==> src/gws_ram.sv <==
// Generic single-write, single-read RAM with registered read data.
`timescale 1ns / 1ps

module gws_ram #(
  parameter int WIDTH = 8,
  parameter int DEPTH = 32
) (
  input  logic                     clk,
  input  logic                     we,
  input  logic [$clog2(DEPTH)-1:0] waddr,
  input  logic [WIDTH-1:0]         wdata,
  input  logic [$clog2(DEPTH)-1:0] raddr,
  output logic [WIDTH-1:0]         rdata
);

  logic [WIDTH-1:0] mem [DEPTH];

  // Write port
  always_ff @(posedge clk) begin
    if (we) begin
      mem[waddr] <= wdata;
    end
  end

  // Registered read port
  always_ff @(posedge clk) begin
    rdata <= mem[raddr];
  end

endmodule

==> config.mk <==
export PLATFORM = sky130hd
export DESIGN_NAME = gws_ram
export DESIGN_NICKNAME = d
export VERILOG_FILES = /design/src/gws_ram.sv
export SDC_FILE = /design/constraint.sdc
export NUM_CORES = 1
export LEC_CHECK = 0
export BUFFER_PORTS_ARGS = -buffer_cell sky130_fd_sc_hd__buf_2
export CORE_MARGIN = 8
export CORE_UTILIZATION = 50
export DETAILED_ROUTE_END_ITERATION = 12
export GPL_TIMING_DRIVEN = 0
export PLACE_DENSITY = 0.66
export SLEW_MARGIN = 20
export SYNTH_ARGS = -nofsm -noshare
export SYNTH_HDL_FRONTEND = slang
export SYNTH_SLANG_ARGS = --single-unit
==> constraint.sdc <==
create_clock -name clk -period 2.7 [get_ports clk]
set_input_delay 0.135 -clock clk [delete_from_list [all_inputs] [get_ports clk]]
set_output_delay 0.135 -clock clk [all_outputs]
set_load 0.02 [all_outputs]
==> qor.csv <==
stage,metric,value,unit
status,status,"finished, final reports clean",
setup_path,CP endpoint kind,flip-flop,
setup_path,Crit path required time,3.09,ns
detailed_routing,WL met1,8850,um
global_route,first-pass GRT wire length,29700,um
clock_tree,clock-pin slew on the worst setup and hold paths,0.07,ns
sta,fmax,0.476,GHz
synth,largest family of logic cells by synthesized area,multiplexers,
finish,area growth from synthesis to layout,13.2,%
pwr,maximum VDD drop,0.000519,V
placed_design,routability cong.,0.771,
run,Max Cap Viol,0,
detailed_routing,DR WL/cell,26.4,um
clock_tree,post-CTS setup buffer count,0,
sta,Least-Margin Pin Slew,0.985,ns
clock_tree,clk buf depth,3,
pwr,Design Power,0.00870,W
die,Rows,52,
clock_tree,CTS resizes,0,
die,IO Count,28,
placed_design,input/output buffers,22,
setup_path,"setup slack, reg-to-reg",0.88,ns
setup_path,kind of cell adding the most delay to the critical path,multiplexers,
clock_tree,CTS buffer count,27,
sta,period utilization,0.778,
synth,Yosys reg bits,264,
synth,syn_nets,437,
detailed_routing,Avg Vias per Cell,5.92,
global_route,initial antenna violation count,0,
setup_path,Critical Path Start,raddr[2],
sta,RSZ-0062 raised after global routing,false,
synth,average size of a mapped cell,24.1,um2
setup_path,"slowest stage delay, CP",0.61,ns
setup_path,worst-path maximum fanout,10,
clock_tree,CTS Sinks,264,
clock_tree,CTS tree,yes,
finish,nets,488,
placed_design,HPWL Detailed,12900,um
synth,Synth Area in XOR/XNOR,0,
detailed_routing,Vias,4469,
die,chip height,158,um
detailed_routing,Pre-Repair DR Iteration Count,5,
clock_tree,clk_lat worst skew,0.52,ns
sta,worst hold slack,0.144,ns
worst_hold_path,hold path start,wdata[6],
global_route,total track usage,0.167,
die,Initial Utilization,0.503,
setup_path,Crit path buffers/inverters,2,
detailed_routing,routed wire length,20000,um
die,Die W,158,um
setup_path,critical path class,in -> reg,
synth,compound-cell area share of the yosys netlist,0,
setup_path,CP Cell Sequence,clkbuf_1 -> buf_1 -> mux4_2 -> mux4_2 -> mux2_2,
setup_path,startpoint types,input port,
setup_path,WP data arrival,2.49,ns
synth,Yosys warning total,0,
clock_tree,CTS root buffer,clkbuf_16,
die,core area,20000,um2
synth,simple-gate share of the synthesized area,0.0207,
synth,distinct cell type count after synthesis,15,
sta,Max-slew headroom,0.343,
sta,Worst Skew,0.00860,ns
die,die area,24900,um2
detailed_routing,DR WL met3,1260,um
setup_path,Critical-path top delay cell,buf_1,
setup_path,Reg2Reg Launch Point,mem[31][2],
synth,post-synthesis sequential area ratio,0.781,
pwr,P_leak,3.53,nW
clock_tree,"Hold-fix buffers, CTS",0,
detailed_routing,DRC,0,
pwr,Pwr per Cell Area,764,nW/um2
detailed_routing,Routed met2 length,9500,um
finish,Antenna Cells,0,
detailed_routing,highest routed layer,met4,
sta,Final Hold Viols,0,
global_route,pin count of the biggest net entering global routing,33,
worst_hold_path,hold crit path type,in -> reg,
synth,mux share of post-synthesis cell area,0.188,
synth,Adder-Cell Fraction of Synth Area,0,
sta,Max Slew Vio Count,0,
finish,share of cells above drive strength 1,0.324,
sta,Setup TNS,0,ns
detailed_routing,initial DRC count,442,
synth,mapped cell area,10100,um2
synth,Syn Inst Count,417,
global_route,global route overflow,0,
setup_path,critical path's most frequent cell,mux4_2,
sta,endpoints failing setup,0,
detailed_routing,Antenna Nets Post-Route,0,
clock_tree,CTS H-tree depth,1,
sta,final worst path period need,2.10,ns
finish,fillers,1427,
global_route,number of global-route vias before repair,4516,
[synth_stat cells, drive strengths merged]
cell type / instances / share of area
edfxtp: 256 / 0.76
or3b: 3 / 0.0026
mux4: 80 / 0.18
nand2: 1 / 0.00037
dfxtp: 8 / 0.016
nand3b: 5 / 0.0037
nand3: 2 / 0.0010
nor2: 33 / 0.012
buf: 14 / 0.0083
or3: 1 / 0.00062
mux2: 8 / 0.0090
clkbuf: 6 / 0.0022
[cell usage in the layout, fill, tap and decap left out, drive strengths merged]
master	Yosys	routed
nand3	2	2
clkinvlp	0	1
or3	1	1
buf	14	36
nand3b	5	5
mux2	8	8
nand2	1	1
nor2	33	33
dfxtp	8	8
clkinv	0	9
mux4	80	80
edfxtp	256	256
clkbuf	6	38
bufinv	0	4
or3b	3	3
[final timing paths]
path                                    to  depth (start not counted)
worst max register to register    rdata[2]                          3
worst max-delay path              rdata[3]                          5
worst min register to register    rdata[5]                          3
worst min-delay path            mem[13][6]                          1
[flip-flops by register name, indices dropped and copies added (netlist names)]
name	cells
mem	256
rdata	8
[logic make-up (layout without fill, tap and decap cells)]
logic type             after synthesis  after routing
DFF                                264            264
muxes                               88             88
and+or+nand+nor                     45             45
buffers and inverters               20             88
[power by group]
group	internal, W	switching (W)	total (W)	leakage (nW)
registers	0.00456	0.0000134	0.00457	2.37
logic	0.000186	0.000261	0.000447	0.733
clock network	0.00221	0.00147	0.00368	0.422
[area by class of cell]
cell class              instances  area (um2)  area share
plain buffers                  20         106     0.00935
repair buffers                 22         110     0.00968
multi-input cells             133        2100       0.185
clock buffers                  32         694      0.0610
well taps                     270         338      0.0297
clock inverters                14         181      0.0159
flip-flops and latches        264        7850       0.690
[routing by layer]
| layer | track usage | up-vias |
|---|---|---|
| met5 | 0 | - |
| met3 | 0.0238 | 26 |
| met1 | 0.249 | 2410 |
| met2 | 0.257 | 154 |
| met4 | 0.0435 | 0 |
| li1 | - | 1879 |
[stage by stage]
step / cells / setup slack (ns) / area [um2] / utilization
6_report: 755 / 0.600 / 11400 / 0.570
3_5_place_dp: 709 / 0.0381 / 10500 / 0.526
2_1_floorplan: 417 / 0.763 / 10100 / -
5_1_grt: 755 / 0.551 / 11400 / 0.570
3_3_place_gp: 709 / 0.0581 / 10500 / 0.526
4_1_cts: 755 / 0.576 / 11400 / 0.570
Note: power is estimated with default switching activity, not from simulation.
