===== config.mk =====
export PLATFORM = sky130hd
export DESIGN_NAME = gws_search
export DESIGN_NICKNAME = d
export VERILOG_FILES = /design/src/gws_pkg.sv /design/src/gws_search.sv
export SDC_FILE = /design/constraint.sdc
export NUM_CORES = 1
export LEC_CHECK = 0
export ABC_AREA = 1
export ABC_CLOCK_PERIOD_IN_PS = 4900
export CORE_ASPECT_RATIO = 0.75
export CORE_UTILIZATION = 45
export CTS_CLUSTER_DIAMETER = 120
export DETAILED_ROUTE_END_ITERATION = 8
export DONT_BUFFER_PORTS = 1
export GPL_ROUTABILITY_DRIVEN = 0
export PLACE_DENSITY = 0.69
export SYNTH_ARGS = -nofsm -noshare
export SYNTH_HDL_FRONTEND = slang
export SYNTH_SLANG_ARGS = --single-unit

===== constraint.sdc =====
create_clock -name clk -period 4.9 [get_ports clk]
set_clock_uncertainty 0.05 [all_clocks]
set_input_delay 0 -clock clk [delete_from_list [all_inputs] [get_ports clk]]
set_output_delay 0 -clock clk [all_outputs]
set_load 0.02 [all_outputs]

===== src/gws_pkg.sv =====
// Shared constants, types and helper functions of the grid word search block.
`timescale 1ns / 1ps

package gws_pkg;

  // Grid store size (32 rows by 32 columns)
  localparam int MAX_ROWS    = 32;
  localparam int MAX_COLS    = 32;
  localparam int ROW_W       = $clog2(MAX_ROWS);
  localparam int COL_W       = $clog2(MAX_COLS);
  localparam int GRID_DEPTH  = MAX_ROWS * MAX_COLS;
  localparam int GRID_AW     = $clog2(GRID_DEPTH);

  // Search area cap and register width
  localparam int FIELD_LIMIT = 32;
  localparam int SPAN_W      = 6;
  localparam int ROW_CAP     = (MAX_ROWS < FIELD_LIMIT) ? MAX_ROWS : FIELD_LIMIT;
  localparam int COL_CAP     = (MAX_COLS < FIELD_LIMIT) ? MAX_COLS : FIELD_LIMIT;

  // Word store
  localparam int CHAR_W      = 8;
  localparam int WORD_DEPTH  = 32;
  localparam int WORD_AW     = $clog2(WORD_DEPTH);
  localparam int LEN_W       = WORD_AW + 1;

  // Output field widths
  localparam int MATCH_W     = 5;

  // Reset value of the span registers
  localparam logic [SPAN_W-1:0] SPAN_RESET = SPAN_W'(20);

  // Configuration register indexes
  localparam logic CFG_ROWS = 1'b0;
  localparam logic CFG_COLS = 1'b1;

  // Request codes
  localparam logic CMD_GRID = 1'b0;
  localparam logic CMD_WORD = 1'b1;

  // Step codes of one direction axis
  localparam logic [1:0] STEP_ZERO = 2'b00;
  localparam logic [1:0] STEP_POS  = 2'b01;
  localparam logic [1:0] STEP_NEG  = 2'b11;

  localparam int DIR_W = 3;
  localparam logic [DIR_W-1:0] DIR_LAST = 3'd7;

  // Search start request
  typedef struct packed {
    logic              start;
    logic [LEN_W-1:0]  len;
    logic              overflow;
  } search_req_t;

  // Search result
  typedef struct packed {
    logic               valid;
    logic               found;
    logic [ROW_W-1:0]   row;
    logic [COL_W-1:0]   col;
    logic               too_long;
  } search_res_t;

  // Row step of direction d: row outer, column inner, center skipped
  function automatic logic [1:0] dir_row_step(input logic [DIR_W-1:0] d);
    logic [1:0] s;
    case (d)
      3'd0, 3'd1, 3'd2: s = STEP_NEG;
      3'd3, 3'd4:       s = STEP_ZERO;
      default:          s = STEP_POS;
    endcase
    return s;
  endfunction

  // Column step of direction d
  function automatic logic [1:0] dir_col_step(input logic [DIR_W-1:0] d);
    logic [1:0] s;
    case (d)
      3'd0, 3'd3, 3'd5: s = STEP_NEG;
      3'd1, 3'd6:       s = STEP_ZERO;
      default:          s = STEP_POS;
    endcase
    return s;
  endfunction

  // Linear grid address of a cell
  function automatic logic [GRID_AW-1:0] grid_addr(input logic [ROW_W-1:0] r,
                                                    input logic [COL_W-1:0] c);
    return GRID_AW'(r) * GRID_AW'(MAX_COLS) + GRID_AW'(c);
  endfunction

endpackage


===== src/gws_search.sv =====
// Search sequencer: walks start cells and directions, compares one character at a time.
`timescale 1ns / 1ps

module gws_search (
  input  logic                               clk,
  input  logic                               rst_n,
  input  gws_pkg::search_req_t               req,
  input  logic [gws_pkg::SPAN_W-1:0]         rows_in_use,
  input  logic [gws_pkg::SPAN_W-1:0]         cols_in_use,
  input  logic                               out_free,
  output logic                               busy,
  output gws_pkg::search_res_t               res,
  output logic [gws_pkg::GRID_AW-1:0]        grid_raddr,
  input  logic [gws_pkg::CHAR_W-1:0]         grid_rdata,
  output logic [gws_pkg::WORD_AW-1:0]        word_raddr,
  input  logic [gws_pkg::CHAR_W-1:0]         word_rdata
);

  localparam logic [2:0] S_IDLE  = 3'd0;
  localparam logic [2:0] S_BOUND = 3'd1;
  localparam logic [2:0] S_RD    = 3'd2;
  localparam logic [2:0] S_CMP   = 3'd3;
  localparam logic [2:0] S_DONE  = 3'd4;

  logic [2:0]                        state_r, state_nxt;
  logic [gws_pkg::ROW_W-1:0]         r_r, r_nxt, pr_r, pr_nxt;
  logic [gws_pkg::COL_W-1:0]         c_r, c_nxt, pc_r, pc_nxt;
  logic [gws_pkg::DIR_W-1:0]         d_r, d_nxt;
  logic [gws_pkg::WORD_AW-1:0]       i_r, i_nxt;
  logic [gws_pkg::LEN_W-1:0]         len_r, len_nxt;
  logic                              found_r, found_nxt;
  logic                              ovf_r, ovf_nxt;

  logic [gws_pkg::SPAN_W-1:0]        rows_lim, cols_lim;
  logic [1:0]                        dr, dc;
  logic [gws_pkg::LEN_W-1:0]         span;
  logic                              row_ok, col_ok;
  logic                              last_dir, last_col, last_row;
  logic [gws_pkg::ROW_W-1:0]         dr_ext;
  logic [gws_pkg::COL_W-1:0]         dc_ext;

  // Clamp the search area to the store
  always_comb begin
    rows_lim = (rows_in_use > gws_pkg::SPAN_W'(gws_pkg::ROW_CAP)) ?
               gws_pkg::SPAN_W'(gws_pkg::ROW_CAP) : rows_in_use;
    cols_lim = (cols_in_use > gws_pkg::SPAN_W'(gws_pkg::COL_CAP)) ?
               gws_pkg::SPAN_W'(gws_pkg::COL_CAP) : cols_in_use;
  end

  // Direction steps and the end-cell bounds test
  always_comb begin
    dr     = gws_pkg::dir_row_step(d_r);
    dc     = gws_pkg::dir_col_step(d_r);
    dr_ext = {{(gws_pkg::ROW_W-1){dr[1]}}, dr[0]};
    dc_ext = {{(gws_pkg::COL_W-1){dc[1]}}, dc[0]};
    span   = len_r - gws_pkg::LEN_W'(1);
    case (dr)
      gws_pkg::STEP_NEG: row_ok = (gws_pkg::LEN_W'(r_r) >= span);
      gws_pkg::STEP_POS: row_ok = ((7'(r_r) + 7'(span)) < 7'(rows_lim));
      default:           row_ok = 1'b1;
    endcase
    case (dc)
      gws_pkg::STEP_NEG: col_ok = (gws_pkg::LEN_W'(c_r) >= span);
      gws_pkg::STEP_POS: col_ok = ((7'(c_r) + 7'(span)) < 7'(cols_lim));
      default:           col_ok = 1'b1;
    endcase
    last_dir = (d_r == gws_pkg::DIR_LAST);
    last_col = (gws_pkg::SPAN_W'(c_r) == cols_lim - gws_pkg::SPAN_W'(1));
    last_row = (gws_pkg::SPAN_W'(r_r) == rows_lim - gws_pkg::SPAN_W'(1));
  end

  // Sequencer
  always_comb begin
    state_nxt = state_r;
    r_nxt     = r_r;
    c_nxt     = c_r;
    d_nxt     = d_r;
    i_nxt     = i_r;
    pr_nxt    = pr_r;
    pc_nxt    = pc_r;
    len_nxt   = len_r;
    found_nxt = found_r;
    ovf_nxt   = ovf_r;
    unique case (state_r)
      S_IDLE: begin
        if (req.start) begin
          len_nxt   = req.len;
          ovf_nxt   = req.overflow;
          found_nxt = 1'b0;
          r_nxt     = '0;
          c_nxt     = '0;
          d_nxt     = '0;
          if (req.overflow || rows_lim == '0 || cols_lim == '0) begin
            state_nxt = S_DONE;
          end else begin
            state_nxt = S_BOUND;
          end
        end
      end
      S_BOUND: begin
        if (row_ok && col_ok) begin
          pr_nxt    = r_r;
          pc_nxt    = c_r;
          i_nxt     = '0;
          state_nxt = S_RD;
        end
      end
      S_RD: begin
        state_nxt = S_CMP;
      end
      S_CMP: begin
        if (grid_rdata == word_rdata) begin
          if (gws_pkg::LEN_W'(i_r) == span) begin
            found_nxt = 1'b1;
            state_nxt = S_DONE;
          end else begin
            i_nxt     = i_r + gws_pkg::WORD_AW'(1);
            pr_nxt    = pr_r + dr_ext;
            pc_nxt    = pc_r + dc_ext;
            state_nxt = S_RD;
          end
        end
      end
      S_DONE: begin
        if (out_free) begin
          state_nxt = S_IDLE;
        end
      end
      default: state_nxt = S_IDLE;
    endcase

    // Advance to the next direction or start cell on a rejected try
    if ((state_r == S_BOUND && !(row_ok && col_ok)) ||
        (state_r == S_CMP && grid_rdata != word_rdata)) begin
      state_nxt = S_BOUND;
      if (!last_dir) begin
        d_nxt = d_r + gws_pkg::DIR_W'(1);
      end else begin
        d_nxt = '0;
        if (!last_col) begin
          c_nxt = c_r + gws_pkg::COL_W'(1);
        end else begin
          c_nxt = '0;
          if (last_row) begin
            state_nxt = S_DONE;
          end else begin
            r_nxt = r_r + gws_pkg::ROW_W'(1);
          end
        end
      end
    end
  end

  always_ff @(posedge clk) begin
    if (!rst_n) begin
      state_r <= S_IDLE;
    end else begin
      state_r <= state_nxt;
    end
  end

  always_ff @(posedge clk) begin
    r_r     <= r_nxt;
    c_r     <= c_nxt;
    d_r     <= d_nxt;
    i_r     <= i_nxt;
    pr_r    <= pr_nxt;
    pc_r    <= pc_nxt;
    len_r   <= len_nxt;
    found_r <= found_nxt;
    ovf_r   <= ovf_nxt;
  end

  // Memory read addresses for the current character
  assign grid_raddr = gws_pkg::grid_addr(pr_r, pc_r);
  assign word_raddr = i_r;

  // Hand the result over once the output slot is free
  assign busy         = (state_r != S_IDLE);
  assign res.valid    = (state_r == S_DONE) && out_free;
  assign res.found    = found_r;
  assign res.row      = found_r ? r_r : '0;
  assign res.col      = found_r ? c_r : '0;
  assign res.too_long = ovf_r;

endmodule


==> results by group, run 1 <==
Power and ir drop
  – Cell area power density: slightly below 500 mW/mm^2
  – Sequential share of power: 30.2%
  – Psw: roughly 0.001 W
  – Total power: roughly 0.0021 W
  – Int Pwr: approximately 0.0011 W
  – Pleak: around 2.1 nW
  – Clock power frac: approximately 16%
  – Net Sw Frac: ~48%
  – Comb power frac: a little over half
  – Maximum VDD drop: 0.293 mV

Critical path
  – Cells along the critical path: inv_1 > nand2_1 > xor2_1 > inv_1 > ha_1 > nand3_1 > nand3_1 > xor2_1 > inv_1 > ha_1 > a21oi_1 > o21bai_1 > a21oi_1 > nand3_1 > nand3_1 > nand2_1 > nand2_2 > nand2_4 > nand2_1 > nand2_1 > nand2_1 > a21oi_1 > dlygate4sd3_1
  – Reg2reg setup slack: between 600 and 700 ps
  – WP data required: 5020 ps
  – RR Endpoint: state_r[2]
  – Most common cell on crit path: nand2_1
  – Crit-path slowest cell: dlygate4sd3_1
  – Buffers & Inverters on Critical Path: 4
  – Arr. time, crit path: ~4400 ps
  – Worst-path fanout max: 10
  – Kind of start point of the critical path: register
  – Crit path largest cell delay: 550 ps
  – Worst Setup End Kind: register
  – Crit path depth: 23
  – Worst setup path end: state_r[2]
  – Crit path from: len_r[0]
  – Crit Path Class: register to register
  – R2R depth: 23
  – Largest delay share family, worst path: simple AND/OR/NAND/NOR gates
  – R2r startpoint: len_r[0]

Yosys
  – Yosys warnings: 0
  – Seq/Total Area, Yosys: between 20% and 30%
  – Synthesized area per cell: 7.49 sq um
  – Cell Area, Synth: about 0.0039 sq mm
  – Mux cell area share after synthesis: 0%
  – Gate Count Post-Synth: approximately 520
  – Syn Nets: roughly 610
  – Synth unique cells: 37
  – Simple-Gate Fraction of Synth Area: 26.3%
  – Post-Synth XOR/XNOR Area: between 10% and 20%
  – Adder-Cell Fraction of Synth Area: about a fifth
  – Largest family of logic cells by synthesized area: simple AND/OR/NAND/NOR gates
  – Synth Register Bits: 39
  – Post-synthesis compound-gate area fraction: 7.94%

Clock network
  – Clock Path Buffers: 2
  – Clock Sinks: 39
  – CTS tree: yes
  – H-tree depth: 2
  – Clock root buffer: clkbuf_16
  – Clock latency on the worst-skew pair: roughly 290 ps
  – # resized after CTS: 0
  – Cts bufs inserted: 5
  – Worst-path clk slew: ~60 ps

Global routing
  – Largest net degree at the start of global routing: 20
  – Grt total ovfl: 0
  – Number of global-route vias before repair: about 3100
  – Met1 usage: between 20 and 30%
  – Met3 global-route usage: 4.71%
  – First-pass GRT wire length: around 15000 um
  – Initial antenna violation count: 0
  – Total GRT Usage: 21.6%
  – Most used routing layer: met2
  – Met2 usage: a little over a third

Placed design
  – Placed inst area: roughly 0.0040 sq mm
  – Pre-CTS setup slack: about 970 ps
  – DPL Wire Length: between 7000 and 8000 um
  – Port bufs: 0

STA
  – Slew Limit Fails: 0
  – Final Hold Vio Count: 0
  – Final clock period utilization by the worst path: 86.9%
  – Tmin final: approximately 4300 ps
  – Fmax: between 0.2 and 0.25 GHz
  – Finish-stage setup viols: 0
  – Slew headroom: a little under three fifths
  – RSZ-0062 raised after global routing: false
  – Worst setup margin: around 640 ps
  – TNS Setup: 0 ps
  – Measured slew at the worst slew-check pin: about 650 ps

Layout
  – Most common cell after layout, fill and taps aside: nand2_1
  – Post-route cell area: around 0.0042 sq mm
  – Register area: 0.00104 sq mm
  – Fin nets: between 600 and 700
  – Layout cells sized above 1: about 7.4%
  – Most frequent cells in the layout: 116 x nand2_1, 82 x inv_1, 52 x ha_1
  – Ant diodes: 0
  – # fillers: slightly above 800
  – Layout area overhead: 8.91%
  – Multi-input gate area: roughly 0.0025 sq mm
  – Final core utilization: 52.0%

Die
  – # IOs: between 60 and 70
  – Placeable Area: between 0.008 and 0.009 sq mm
  – Die Height: about 80 um
  – Die ar.: ~0.009 sq mm
  – Die X-Extent: about 110 um
  – Starting density of the core: a little under half
  – Cell Rows: 28

Routing
  – Routed len/inst: about 14 um
  – Vias per std cell: between 5 and 6
  – Initial DRC Count: 271
  – DRC viols: 0
  – First-pass detailed-route iteration total: 5
  – Total detailed-routing wirelength: approximately 8900 um
  – Via count: 3244
  – Post-DRT Antenna Nets: 0

Run status
  – Status: complete, no violations

Min path
  – Worst Hold Class: input pin to output pin

Job
  – Max_cap viols: 0
-- through the flow --
| step | hold slack, ps | std cells |
|---|---|---|
| floorplan | 48.9 | 518 |
| finish | 130 | 633 |
| detailed placement | 48.9 | 616 |
| CTS | 115 | 633 |
| global route | 145 | 633 |
| global placement | 48.9 | 616 |
-- cells by family after synthesis --
kind of cell             Yosys count
AO/OA/AOI/OAI                     56
XOR/XNOR                          46
adder cells (fa/ha/maj)           56
buffers and inverters             96
flip-flops                        39
AND/OR/NAND/NOR                  225
-- per-layer routing --
layer | vias to the layer above | part of all wire, %
li1 | 1678 | -
met1 | 1444 | 50
met2 | 106 | 42
met3 | 16 | 6.3
met4 | 0 | 1.2
met5 | - | 0
-- power groups by stage --
| stage | Clock (W) | Combinational [W] | Sequential [W] |
|---|---|---|---|
| 2_1_floorplan | 0 | 0.000885 | 0.000585 |
| 3_3_place_gp | 0 | 0.00106 | 0.000631 |
| 3_5_place_dp | 0 | 0.00109 | 0.000633 |
| 4_1_cts | 0.000331 | 0.00111 | 0.000627 |
| 5_1_grt | 0.000344 | 0.00129 | 0.000641 |
| 6_report | 0.000328 | 0.00112 | 0.000626 |
-- synth_stat cells (all sizes together) --
cell	count	area (sq um)
a21boi	1	7.51
xnor2	21	184
nand4	6	37.5
dfxtp	13	260
nor3b	1	12.5
buf	3	20.0
nand2	128	521
clkbuf	5	18.8
o21ai	25	129
nor2	34	153
a21oi	23	119
inv	87	327
nand3b	1	7.51
a221oi	1	8.76
a31oi	1	6.26
nand3	45	235
edfxtp	26	781
or2	2	12.5
clkinv	1	3.75
o21bai	4	30.0
a21o	1	7.51
nor3	8	40.0
ha	52	651
fa	4	80.1
xor2	25	226
-- timing repair --
| item | in CTS | in global routing |
|---|---|---|
| endpoints found under the setup margin | 0 | 0 |
| hold buffers | 9 | 0 |
| endpoints found under the hold margin | 10 | 0 |
| buffers inserted | 0 | 0 |
-- sequential cells by signal (all words and copies together), names as in the netlist --
register / flops
c_r: 5
d_r: 3
found_r: 1
len_r: 6
ovf_r: 1
pc_r: 5
pr_r: 5
r_r: 5
state_r: 3
word_raddr: 5
-- layout make-up --
class	instances	area share, %
inverter	88	7.82
clock inverter	2	0.267
clock buffer	6	3.29
timing repair buffer	10	2.31
tap	105	3.11
multi-input combinational	383	58.5
sequential	39	24.7
-- worst min-delay path by stage --
stage / startpoint / endpoint / slack (ps) / cells after the start
global placement: req[4] / len_r[3] / 50 / 0
CTS: out_free / res[12] / 120 / 2
detailed placement: req[4] / len_r[3] / 50 / 0
floorplan: req[1] / len_r[0] / 50 / 0
finish: out_free / res[12] / 130 / 2
global route: out_free / res[12] / 140 / 2
No activity file was read; power rests on OpenSTA's default activity.
==> run 2: changes to the inputs <==
Settings changed: CORE_ASPECT_RATIO 0.75 to not set.
==> results by group, run 2 (synthesis gave the netlist of run 1 again) <==
Layout
  – Multi-input gate area: about 0.0025 sq mm
  – Fin nets: just over 600
  – Most common cell after layout, fill and taps aside: nand2_1
  – Max reg flops: 6
  – Register area: between 0.001 and 0.0015 sq mm
  – Largest reg by FF count: len_r
  – # fillers: 814
  – Ant diodes: 0
  – Most frequent cells in the layout: 116 x nand2_1, 82 x inv_1, 52 x ha_1
  – Layout area overhead: 7.94%
  – Layout cells sized above 1: under 10%

Clock network
  – # resized after CTS: 0
  – Worst-path clk slew: 80 ps
  – Setup repair bufs after CTS: 0
  – Clock Path Buffers: 2
  – # hold bufs at CTS: 9
  – Clock root buffer: clkbuf_8
  – Clock latency on the worst-skew pair: 310 ps
  – Clock Sinks: 39
  – H-tree depth: 2
  – CTS tree: yes
  – Cts bufs inserted: 5

Critical path
  – Worst Setup End Kind: register
  – Kind of start point of the critical path: register
  – Crit Path Class: register to register
  – Buffers & Inverters on Critical Path: 3
  – Crit-path slowest cell: dlygate4sd3_1
  – Crit path largest cell delay: 550 ps
  – Crit path from: len_r[0]
  – Most common cell on crit path: nand2_1
  – R2r startpoint: len_r[0]
  – Cells along the critical path: inv_1 > ha_1 > xor2_1 > ha_1 > inv_1 > o21bai_1 > nand2_1 > nand2_1 > a21oi_1 > xor2_1 > ha_1 > a21oi_1 > nand2_1 > a21oi_1 > nand3_1 > nand3_1 > nand2_1 > nand2_2 > nand2_4 > nand2_1 > nand2_1 > nand2_1 > a21oi_1 > dlygate4sd3_1
  – Arr. time, crit path: around 4400 ps
  – Largest delay share family, worst path: buffers and inverters
  – WP data required: 5050 ps
  – Worst-path fanout max: 10

Power and ir drop
  – Total power: between 0.002 and 0.0025 W
  – Pleak: 2.10 nW
  – Maximum VDD drop: roughly 0.26 mV
  – Cell area power density: 483 mW/mm^2

Min path
  – Hold Crit Start: out_free
  – Worst Hold Class: input pin to output pin

Die
  – # IOs: 68
  – Starting density of the core: 47.0%
  – Die X-Extent: 94.8 um
  – Placeable Area: around 0.0083 sq mm
  – Cell Rows: 33
  – Die ar.: about 0.0090 sq mm
  – Die Height: ~95 um

Routing
  – Initial DRC Count: between 100 and 150
  – Total detailed-routing wirelength: ~9200 um
  – Post-DRT Antenna Nets: 0
  – Vias per std cell: between 5 and 6
  – DRC viols: 0
  – Routed len/inst: roughly 14 um
  – First-pass detailed-route iteration total: 5
  – Via count: roughly 3300

Global routing
  – First-pass GRT wire length: approximately 15000 um
  – Initial antenna violation count: 0
  – Grt total ovfl: 0
  – Largest net degree at the start of global routing: 20
  – Number of global-route vias before repair: about 3100
  – Total GRT Usage: 21.5%

STA
  – Worst setup margin: between 600 and 700 ps
  – Slew headroom: 57.4%
  – Final Hold Vio Count: 0
  – Final clock period utilization by the worst path: between 80% and 90%
  – Tmin final: 4210 ps
  – Finish-stage setup viols: 0
  – Slew Limit Fails: 0
  – RSZ-0062 raised after global routing: false
  – TNS Setup: 0 ps
  – Fmax: 0.238 GHz
  – Measured slew at the worst slew-check pin: between 600 and 700 ps

Placed design
  – Pre-CTS setup slack: 996 ps
  – DPL Wire Length: 7370 um
  – Port bufs: 0

Job
  – Max_cap viols: 0

Run status
  – Status: complete, no violations
## run 2: changes by cell type in the layout (fill, tap and decap cells not counted), sizes merged
cell | before | now
clkinvlp | 1 | 0
clkbuf | 6 | 7
## run 2: final timing paths
| kind | end | slack, ps | cells after the start |
|---|---|---|---|
| worst min register to register | r_r[0] | 570 | 1 |
| worst max-delay path | state_r[2] | 690 | 24 |
| worst min-delay path | res[12] | 100 | 2 |
| worst max register to register | state_r[2] | 690 | 24 |
## run 2: where the power goes
| part | total [W] | switching [W] | internal [W] |
|---|---|---|---|
| combinational | 0.00112 | 0.000704 | 0.000420 |
| clock | 0.000267 | 0.000123 | 0.000144 |
| sequential | 0.000629 | 0.000162 | 0.000466 |
| total | 0.00202 | 0.000989 | 0.00103 |
## run 2: per-layer routing
metal  vias up  GRT usage, %  wire (um)
li1       1673             -          -
met1      1503          27.2       4090
met2       122          36.7       4270
met3        15          4.75        649
met4         0          5.68        149
met5         -             0          0
## run 2: cell type report
cell class              count  area share [%]
flip-flops and latches     39            24.9
well taps                 105            3.14
clock buffers               7            2.57
clock inverters             1           0.120
multi-input cells         383            59.1
inverters                  88            7.89
repair buffers             10            2.33
## run 2: worst register-to-register path, stage by stage (launching register included)
cell and delay [ps]:
edfxtp_1 370, inv_1 240, ha_1 240, xor2_1 360
ha_1 340, inv_1 90, o21bai_1 100, nand2_1 70
nand2_1 50, a21oi_1 150, xor2_1 180, ha_1 280
a21oi_1 140, nand2_1 60, a21oi_1 110, nand3_1 80
nand3_1 80, nand2_1 70, nand2_2 90, nand2_4 100
nand2_1 130, nand2_1 70, nand2_1 60, a21oi_1 60
dlygate4sd3_1 550
## run 2: through the flow
step	instances	hold slack, ps	util, %	area (sq um)
finish	633	105	50.7	4190
global route	633	124	50.7	4190
CTS	633	108	50.7	4190
detailed placement	616	48.9	48.2	3980
global placement	616	48.9	48.2	3980
floorplan	518	48.9	-	3880
==> run 3: changes to the inputs <==
Settings changed: GPL_TIMING_DRIVEN set to 0.
==> results by group, run 3 (synthesis gave the netlist of run 1 again) <==
Critical path
  – Worst Setup End Kind: register
  – Worst setup path end: pc_r[1]
  – WP data required: between 4000 and 5000 ps
  – RR Endpoint: pc_r[1]
  – Reg2reg setup slack: between 400 and 500 ps
  – R2R depth: 21
  – Worst-path fanout max: 10
  – R2r startpoint: len_r[0]
  – Kind of start point of the critical path: register
  – Crit Path Class: register to register
  – Arr. time, crit path: between 4000 and 5000 ps
  – Crit path from: len_r[0]

Power and ir drop
  – Sequential share of power: 30.1%
  – Cell area power density: roughly 480 mW/mm^2
  – Comb power frac: roughly 56%
  – Psw: 0.000967 W
  – Pleak: ~2.1 nW
  – Net Sw Frac: 48.0%
  – Maximum VDD drop: between 0.3 and 0.4 mV
  – Int Pwr: approximately 0.0010 W
  – Total power: 0.00201 W
  – Clock power frac: between 10% and 20%

Die
  – Die ar.: 0.00899 sq mm
  – Cell Rows: 33
  – Die Height: 94.8 um
  – # IOs: 68
  – Placeable Area: around 0.0083 sq mm
  – Die X-Extent: 94.8 um
  – Starting density of the core: 47.0%

STA
  – Finish-stage setup viols: 0
  – Slew headroom: a little under three fifths
  – TNS Setup: 0 ps
  – Final Hold Vio Count: 0
  – Tmin final: between 4000 and 5000 ps
  – Slew Limit Fails: 0
  – Final clock period utilization by the worst path: a little over 90%
  – Fmax: roughly 0.22 GHz
  – Fin Hold WS: approximately 36 ps
  – RSZ-0062 raised after global routing: false
  – Measured slew at the worst slew-check pin: roughly 640 ps

Clock network
  – Clock Sinks: 39
  – Worst-path clk slew: 80 ps
  – Clock root buffer: clkbuf_8
  – # resized after CTS: 0
  – H-tree depth: 2
  – Clock Path Buffers: 2
  – Cts bufs inserted: 5
  – Clock latency on the worst-skew pair: about 300 ps
  – CTS tree: yes

Routing
  – Vias per std cell: a little over 5
  – Initial DRC Count: 146
  – Via count: between 3000 and 4000
  – DRC viols: 0
  – Total detailed-routing wirelength: about 8800 um
  – First-pass detailed-route iteration total: 4
  – Routed len/inst: 13.8 um
  – Post-DRT Antenna Nets: 0

Layout
  – Fin nets: 630
  – Finished Layout Cells: around 640
  – Ant diodes: 0
  – # fillers: ~800
  – Register area: 0.00104 sq mm
  – Multi-input gate area: 0.00247 sq mm
  – Layout area overhead: 9.04%
  – Post-route cell area: around 0.0042 sq mm
  – Max reg flops: 6
  – Most common cell after layout, fill and taps aside: nand2_1
  – Layout cells sized above 1: under 10%
  – Most frequent cells in the layout: 116 x nand2_1, 82 x inv_1, 52 x ha_1
  – Largest reg by FF count: len_r

Global routing
  – Initial antenna violation count: 0
  – Number of global-route vias before repair: 3117
  – First-pass GRT wire length: 14200 um
  – Total GRT Usage: between 20 and 25%
  – Grt total ovfl: 0
  – Largest net degree at the start of global routing: 14

Placed design
  – Placed inst area: between 0.004 and 0.005 sq mm
  – DPL Wire Length: around 7000 um
  – Port bufs: 0
  – Cells after DPL: 624

Min path
  – Worst Hold Class: input pin to register

Job
  – Max_cap viols: 0

Run status
  – Status: complete, no violations
## run 3: power groups by stage
| stage | clock [W] | sequential, W | combinational (W) |
|---|---|---|---|
| floorplan | 0 | 0.000585 | 0.000885 |
| global placement | 0 | 0.000609 | 0.00108 |
| detailed placement | 0 | 0.000614 | 0.00112 |
| CTS | 0.000274 | 0.000606 | 0.00114 |
| global route | 0.000290 | 0.000619 | 0.00131 |
| finish | 0.000272 | 0.000605 | 0.00114 |
## run 3: area by class of cell
class,instances,share of cell area (%)
clock buffer,5,1.63
multi-input combinational,383,58.5
tap,105,3.11
clock inverter,3,1.04
timing repair buffer,10,2.40
buffer,8,0.917
sequential,39,24.6
inverter,88,7.81
## run 3: critical path, stage by stage (launching register included)
cell	delay, ps
edfxtp_1	360
inv_1	270
ha_1	250
xor2_1	420
ha_1	360
inv_1	90
o21bai_1	110
nand2_1	80
nand2_1	60
a21oi_1	150
xor2_1	170
ha_1	280
a21oi_1	130
nand2_1	70
a21oi_1	130
nand3_1	90
nand3_1	80
nand2_1	80
nand2_2	100
nand2_4	110
nor3_2	530
buf_6	250
## run 3: worst min-delay path by stage
stage / endpoint / slack, ps / cells past startpoint / startpoint
final: r_r[4] / 40 / 3 / req[7]
after CTS: r_r[4] / 30 / 3 / req[7]
after global routing: r_r[4] / 40 / 3 / req[7]
after detailed placement: len_r[4] / 50 / 0 / req[5]
after floorplan: len_r[0] / 50 / 0 / req[1]
after global placement: len_r[1] / 50 / 0 / req[2]
## run 3: through the flow
stage | setup slack (ps) | util, %
floorplan | 546 | -
global placement | -607 | 48.5
detailed placement | 434 | 48.7
CTS | 420 | 51.2
global route | 59.9 | 51.2
finish | 410 | 51.2
## run 3: repair_timing
| action | CTS | global route |
|---|---|---|
| hold buffers | 9 | 0 |
| buffers inserted | 0 | 0 |
| hold endpoints to repair | 10 | 0 |
## run 3: metal layers
layer	share of wire, %	track usage [%]
met4	1.4	5.93
met5	0	0
met3	7.8	4.99
met2	48	36.2
met1	42	25.2
